===== src/rtl/core/cdf_pkg.sv =====
`default_nettype none

package cdf_pkg;

    localparam int VALUE_W = 8;

    typedef logic [VALUE_W-1:0] t_value;
    typedef logic [2:0]         t_state;

    localparam t_state ST_LOAD   = 3'd0;
    localparam t_state ST_P1_S   = 3'd1;
    localparam t_state ST_P1_F1  = 3'd2;
    localparam t_state ST_P1_F2  = 3'd3;
    localparam t_state ST_P2_CHK = 3'd4;
    localparam t_state ST_P2_F   = 3'd5;
    localparam t_state ST_P2_S   = 3'd6;

endpackage

`default_nettype wire


===== src/rtl/core/cdf_ram.sv =====
`default_nettype none

module cdf_ram #(
    parameter int WIDTH = 8,
    parameter int DEPTH = 256
) (
    input  wire logic                     i_clk,
    input  wire logic                     i_we,
    input  wire logic [$clog2(DEPTH)-1:0] i_waddr,
    input  wire logic [WIDTH-1:0]         i_wdata,
    input  wire logic [$clog2(DEPTH)-1:0] i_raddr,
    output logic      [WIDTH-1:0]         o_rdata
);

    logic [WIDTH-1:0] r_mem [DEPTH];

    always_ff @(posedge i_clk) begin
        if (i_we) begin
            r_mem[i_waddr] <= i_wdata;
        end
        o_rdata <= r_mem[i_raddr];
    end

endmodule

`default_nettype wire


===== src/rtl/core/cycle_detect_duplicate_find_top.sv =====
// duplicate finder by tortoise-and-hare cycle detection
//
// input channel (i_valid/o_ready): one array element per item in i_value;
// i_last marks the final element and closes the array. elements are loaded
// one per cycle, while o_ready is high, into the element memory.
// output channel (o_valid/i_ready): one result item per closing item, with
// o_duplicate the repeated value, or o_error set and o_duplicate zero when
// the array has fewer than two elements, a zero, a value not below the
// element count, or more than MAX_ENTRIES elements.
// a rejected array gives its result in the cycle after the closing item.
// otherwise the search runs on the one memory read port, each read waiting
// for the registered read data: three reads per first-phase step, two per
// second-phase step plus a compare state.
// o_ready is low during the search, and also for a closing item while an
// earlier result is still held; ordinary elements keep loading meanwhile.
// the output register holds a result until i_ready takes it.
// reset (synchronous, active low) empties the loader and the output; the
// element memory needs no clearing.
`default_nettype none

module cycle_detect_duplicate_find_top #(
    parameter int MAX_ENTRIES = 256
) (
    input  wire logic i_clk,
    input  wire logic i_rst_n,
    input  wire logic i_valid,
    output logic      o_ready,
    input  wire logic [7:0] i_value,
    input  wire logic i_last,
    output logic      o_valid,
    input  wire logic i_ready,
    output logic [7:0] o_duplicate,
    output logic      o_error
);

    localparam int AW   = (MAX_ENTRIES > 1) ? $clog2(MAX_ENTRIES) : 1;
    localparam int CW   = $clog2(MAX_ENTRIES + 1);
    localparam int CMPW = (CW > cdf_pkg::VALUE_W) ? CW : cdf_pkg::VALUE_W;

    cdf_pkg::t_state r_state, n_state;
    logic            r_pend, n_pend;
    logic [CW-1:0]   r_count, n_count;
    cdf_pkg::t_value r_largest, n_largest;
    logic            r_flag, n_flag;
    cdf_pkg::t_value r_slow, n_slow;
    cdf_pkg::t_value r_fast, n_fast;
    logic            r_out_valid, n_out_valid;
    cdf_pkg::t_value r_dup, n_dup;
    logic            r_err, n_err;

    logic            accept;
    logic            room;
    logic            bad;
    logic            ram_we;
    logic [AW-1:0]   ram_raddr;
    cdf_pkg::t_value ram_rdata;

    assign accept  = i_valid && o_ready;
    assign room    = r_count < CW'(MAX_ENTRIES);
    assign ram_we  = accept && room;
    assign o_ready = (r_state == cdf_pkg::ST_LOAD) && !(r_out_valid && i_last);

    assign o_valid     = r_out_valid;
    assign o_duplicate = r_dup;
    assign o_error     = r_err;

    always_comb begin
        if (r_state == cdf_pkg::ST_P1_S || r_state == cdf_pkg::ST_P2_S) begin
            ram_raddr = AW'(r_slow);
        end else begin
            ram_raddr = AW'(r_fast);
        end
    end

    cdf_ram #(
        .WIDTH(cdf_pkg::VALUE_W),
        .DEPTH(MAX_ENTRIES)
    ) u_store (
        .i_clk  (i_clk),
        .i_we   (ram_we),
        .i_waddr(r_count[AW-1:0]),
        .i_wdata(i_value),
        .i_raddr(ram_raddr),
        .o_rdata(ram_rdata)
    );

    always_comb begin
        n_state     = r_state;
        n_pend      = r_pend;
        n_count     = r_count;
        n_largest   = r_largest;
        n_flag      = r_flag;
        n_slow      = r_slow;
        n_fast      = r_fast;
        n_out_valid = r_out_valid;
        n_dup       = r_dup;
        n_err       = r_err;
        bad         = 1'b0;

        if (r_out_valid && i_ready) begin
            n_out_valid = 1'b0;
        end

        case (r_state)
            cdf_pkg::ST_LOAD: begin
                if (accept) begin
                    if (room) begin
                        n_count = r_count + CW'(1);
                        if (i_value == '0) begin
                            n_flag = 1'b1;
                        end
                        if (i_value > r_largest) begin
                            n_largest = i_value;
                        end
                    end else begin
                        n_flag = 1'b1;
                    end
                    if (i_last) begin
                        bad = (n_count < CW'(2)) || n_flag
                              || (CMPW'(n_largest) >= CMPW'(n_count));
                        if (bad) begin
                            n_out_valid = 1'b1;
                            n_dup       = '0;
                            n_err       = 1'b1;
                        end else begin
                            n_state = cdf_pkg::ST_P1_S;
                            n_slow  = '0;
                            n_fast  = '0;
                            n_pend  = 1'b0;
                        end
                        n_count   = '0;
                        n_largest = '0;
                        n_flag    = 1'b0;
                    end
                end
            end
            cdf_pkg::ST_P1_S: begin
                n_pend = !r_pend;
                if (r_pend) begin
                    n_slow  = ram_rdata;
                    n_state = cdf_pkg::ST_P1_F1;
                end
            end
            cdf_pkg::ST_P1_F1: begin
                n_pend = !r_pend;
                if (r_pend) begin
                    n_fast  = ram_rdata;
                    n_state = cdf_pkg::ST_P1_F2;
                end
            end
            cdf_pkg::ST_P1_F2: begin
                n_pend = !r_pend;
                if (r_pend) begin
                    if (ram_rdata == r_slow) begin
                        n_fast  = '0;
                        n_state = cdf_pkg::ST_P2_CHK;
                    end else begin
                        n_fast  = ram_rdata;
                        n_state = cdf_pkg::ST_P1_S;
                    end
                end
            end
            cdf_pkg::ST_P2_CHK: begin
                if (r_slow == r_fast) begin
                    n_out_valid = 1'b1;
                    n_dup       = r_slow;
                    n_err       = 1'b0;
                    n_state     = cdf_pkg::ST_LOAD;
                end else begin
                    n_state = cdf_pkg::ST_P2_F;
                end
            end
            cdf_pkg::ST_P2_F: begin
                n_pend = !r_pend;
                if (r_pend) begin
                    n_fast  = ram_rdata;
                    n_state = cdf_pkg::ST_P2_S;
                end
            end
            cdf_pkg::ST_P2_S: begin
                n_pend = !r_pend;
                if (r_pend) begin
                    n_slow  = ram_rdata;
                    n_state = cdf_pkg::ST_P2_CHK;
                end
            end
            default: begin
                n_state = cdf_pkg::ST_LOAD;
                n_pend  = 1'b0;
            end
        endcase
    end

    always_ff @(posedge i_clk) begin
        if (!i_rst_n) begin
            r_state     <= cdf_pkg::ST_LOAD;
            r_pend      <= 1'b0;
            r_count     <= '0;
            r_largest   <= '0;
            r_flag      <= 1'b0;
            r_slow      <= '0;
            r_fast      <= '0;
            r_out_valid <= 1'b0;
        end else begin
            r_state     <= n_state;
            r_pend      <= n_pend;
            r_count     <= n_count;
            r_largest   <= n_largest;
            r_flag      <= n_flag;
            r_slow      <= n_slow;
            r_fast      <= n_fast;
            r_out_valid <= n_out_valid;
        end
    end

    always_ff @(posedge i_clk) begin
        r_dup <= n_dup;
        r_err <= n_err;
    end

    a_busy_not_ready: assert property (@(posedge i_clk) disable iff (!i_rst_n)
        (r_state != cdf_pkg::ST_LOAD) |-> !o_ready)
        else $error("ready while searching");

    a_count_bound: assert property (@(posedge i_clk) disable iff (!i_rst_n)
        r_count <= CW'(MAX_ENTRIES))
        else $error("load count past store depth");

    a_write_only_loading: assert property (@(posedge i_clk) disable iff (!i_rst_n)
        ram_we |-> (r_state == cdf_pkg::ST_LOAD))
        else $error("store written during search");

    a_result_shape: assert property (@(posedge i_clk) disable iff (!i_rst_n)
        o_valid |-> ((o_error && o_duplicate == '0) || (!o_error && o_duplicate != '0)))
        else $error("result fields inconsistent");

    a_search_ends_in_result: assert property (@(posedge i_clk) disable iff (!i_rst_n)
        (r_state == cdf_pkg::ST_P2_CHK && r_slow == r_fast) |=> o_valid)
        else $error("finished search gave no result");

endmodule

`default_nettype wire

===== config.mk =====
export PLATFORM = sky130hd
export DESIGN_NAME = cycle_detect_duplicate_find_top
export DESIGN_NICKNAME = d
export VERILOG_FILES = /design/src/rtl/core/cdf_pkg.sv /design/src/rtl/core/cdf_ram.sv /design/src/rtl/core/cycle_detect_duplicate_find_top.sv
export SDC_FILE = /design/constraint.sdc
export NUM_CORES = 2
export LEC_CHECK = 0
export ABC_AREA = 1
export BUFFER_PORTS_ARGS = -buffer_cell sky130_fd_sc_hd__buf_2
export CAP_MARGIN = 20
export CORE_MARGIN = 4
export CORE_UTILIZATION = 50
export CTS_CLUSTER_DIAMETER = 120
export DETAILED_ROUTE_END_ITERATION = 10
export HOLD_SLACK_MARGIN = 0.03
export PLACE_DENSITY = 0.71
export SYNTH_ARGS = -nofsm -noshare
export SYNTH_HDL_FRONTEND = slang
export SYNTH_HIERARCHICAL = 1
export SYNTH_SLANG_ARGS = --single-unit
export TNS_END_PERCENT = 5

===== constraint.sdc =====
create_clock -name i_clk -period 6.26 [get_ports i_clk]
set_clock_uncertainty 0.05 [all_clocks]
set_input_delay 0.626 -clock i_clk [delete_from_list [all_inputs] [get_ports i_clk]]
set_output_delay 0.626 -clock i_clk [all_outputs]
set_load 0.005 [all_outputs]

==> reports/metrics.yaml <==
run_status:
  status: "completed"
synthesis:
  ys_ff_latch: 2104
  syn_inst: 7505
  avgSynthCellArea_um2: 11.6
  synth_cell_types: 43
  netlist_area_um2: 86700
  ys_seq_area_share_pct: 72.3
  synth_warnings: 6
  syn_nets: 7535
finish:
  area_growth_pct: 9.29
  nNetsFinal: 7358
  final_common_cell: "nand2_1"
  layout.cells.non_filler: 9813
  mostFrequentLayoutCells: "nand2_1, nand3_1, edfxtp_1, nor2_1, clkbuf_16"
  final_layout_size_suffix_gt1_share_pct: 5.67
global_route:
  grt_pass1_vias: 53800
  grt_pass1_wl_um: 338000
  gr-total-overflow: 0
  antenna_found_initial: 3
  grtUsageTotal_pct: 24.6
  grt_max_degree: 211
place:
  gp_congestion: 0.891
  post-dp-hpwl_um: 124000
  io_buffers: 23
  dp.cells: 9429
routing:
  wl_met3_um: 24400
  routedWlPerCell_um: 23.1
  drc: 0
  first_pass_iters: 8
  vias_per_cell: 5.90
  met1_length_um: 89300
  met2WireLength_um: 105000
  routed_wl_um: 226000
  first_iter_violations: 8023
  drtAntennaViolNets: 0
  top_layer: "met4"
  vias: 57900
worst_setup_path:
  r2r_setup_slack_ns: 1.83
  critical-path-top-delay-family: "buffers and inverters"
  rr_startpoint: "r_state[2]"
  critPathLaunch: "r_state[2]"
  slowest_delay_ns: 0.73
  cp_slowest_cell: "buf_4"
  path_buf_inv: 3
  crit-reg2reg-capture: "u_store/o_rdata[1]"
  crit_arrival_ns: 5.16
  cp.required_ns: 6.99
  cp-start-kind: "register"
  critPathKind: "register to register"
  cpMostUsedCell: "nand3_1"
  crit_chain: "nand3_1, o21ai_2, buf_4, o21ai_4, inv_16, buf_4, nand2_1, nand3_1, nand3_1, nand3_1, nand3_1, nand3_1, nand3_1, nand2_1, nand2_1, nand2_1"
  critPathCaptureType: "register"
  r2r_cells: 16
  cp_max_fo: 169
worst_hold_path:
  hp-start: "i_value[1]"
  whs_endpoint: "u_store/r_mem[44][1]"
  worstHoldPathType: "input port to register"
  whs_path_depth: 1
floorplan:
  ios: 24
  rows: 152
  dieWidth_um: 425
  initial_utilization_pct: 50.4
  coreArea_um2: 172000
  die_area_um2: 180000
  die_h_um: 425
cts:
  root_buffer: "clkbuf_16"
  clk_path_buf_depth: 3
  ctsResizeCount: 0
  insertion_delay_ns: 0.83
  numClockSinks: 2104
  clkTransAtPathRegs_ns: 0.06
  cts_buffers: 204
  h-tree-depth: 4
  cts_tree: "built"
timing:
  fin_tns_setup_ns: 0
  grt_setup_unrepaired: "false"
  fmax_mhz: 226
  report.final.slew_viol_count: 0
  relSlewSlack_pct: 17.6
  finalHoldViolCount: 0
  post-route-period-util_pct: 70.8
  tightest_slew_ns: 1.24
  post-route-min-period_ns: 4.43
  setup_viol: 0
power:
  leakagePower_nw: 32.5
  irDropWorstVdd_v: 0.000547
  power_density_nw_per_um2: 473
run:
  cap_violations: 0
==> area by class of cell <==
class                      count  area, um^2
antenna                        6        15.0
clock buffer                 256        5400
clock inverter               119        1020
fill                       14000       77300
inverter                     100         412
multi-input combinational   4806       21200
sequential                  2104       62700
tap                         2310        2890
timing repair buffer         112        1170
==> repair_timing <==
action / 4_1_cts / 5_1_grt
setup buffers: 0 / 0
hold endpoints to repair: 1 / 0
hold buffers: 1 / 0
==> cell families after synthesis <==
logic type | synth area share [%]
AOI/OAI and AO/OA | 0.496
xor gates and xnor gates | 0.121
adders and majority gates | 0.245
buffers and inverters | 3.37
DFF | 72.3
and+or+nand+nor | 23.5
==> stage by stage <==
stage	area [um^2]	utilization [%]	setup WS (ns)	hold WS, ns	total power [W]
6_report	94800	55.1	1.83	0.137	0.0448
5_1_grt	94800	55.1	1.54	0.115	0.0469
4_1_cts	94800	55.1	1.88	0.0910	0.0446
3_5_place_dp	88300	51.3	1.73	0.404	0.0328
3_3_place_gp	88300	51.3	1.67	0.397	0.0326
2_1_floorplan	86700	-	2.91	0.386	0.0276
==> worst reg2reg max path: stages (launching register included) <==
cell	delay [ns]
dfxtp_1	0.54
nand3_1	0.18
o21ai_2	0.08
buf_4	0.37
o21ai_4	0.33
inv_16	0.56
buf_4	0.85
nand2_1	0.19
nand3_1	0.12
nand3_1	0.10
nand3_1	0.12
nand3_1	0.15
nand3_1	0.17
nand3_1	0.17
nand2_1	0.25
nand2_1	0.09
nand2_1	0.06
==> cell usage after synthesis (all sizes together) <==
master  instances  area share (%)
or2             1          0.0072
a211oi          2           0.017
nand4           6           0.043
dfxtp          47             1.1
nand3b          5           0.043
o211ai          2           0.023
nand2        2260             9.8
a21oi          41            0.26
a31oi           2           0.014
clkinv          1          0.0043
nor2          360             1.6
o21ai          15           0.091
inv            99            0.43
o21a            1          0.0087
buf           377             2.4
o22ai           1           0.014
a21boi          5           0.043
a21o            1          0.0087
ha             17            0.25
o21bai          2           0.017
clkbuf        118            0.53
and2            7           0.050
nand3        2066              12
edfxtp       2057              71
xnor2          12            0.12
==> per-layer routing <==
| layer | GRT usage [%] | vias to the layer above |
|---|---|---|
| met3 | 5.63 | 438 |
| met2 | 37.8 | 3169 |
| li1 | - | 26100 |
| met4 | 8.83 | 0 |
| met1 | 34.6 | 28100 |
| met5 | 0 | - |
==> registers in the layout (all words and copies together) (netlist names) <==
name,count
r_flag,1
u_store/o_rdata,8
r_slow,8
o_error,1
o_valid,1
r_pend,1
r_state,3
u_store/r_mem,2048
r_count,9
r_largest,8
r_fast,8
o_duplicate,8
==> how the worst max path moves through the flow <==
| stage | depth (start not counted) | end | slack (ns) |
|---|---|---|---|
| CTS | 16 | u_store/o_rdata[6] | 1.88 |
| detailed placement | 21 | r_slow[7] | 1.73 |
| global route | 16 | u_store/o_rdata[6] | 1.54 |
| floorplan | 21 | r_slow[2] | 2.91 |
| global placement | 21 | r_slow[3] | 1.67 |
| finish | 16 | u_store/o_rdata[1] | 1.83 |
==> power breakdown <==
| group | internal, W | switching [W] | total, W |
|---|---|---|---|
| Sequential | 0.0157 | 0.000179 | 0.0158 |
| Combinational | 0.00459 | 0.0126 | 0.0172 |
| Clock | 0.00668 | 0.00517 | 0.0119 |
| Total | 0.0269 | 0.0179 | 0.0448 |
Power figures use the tool's default switching activity.
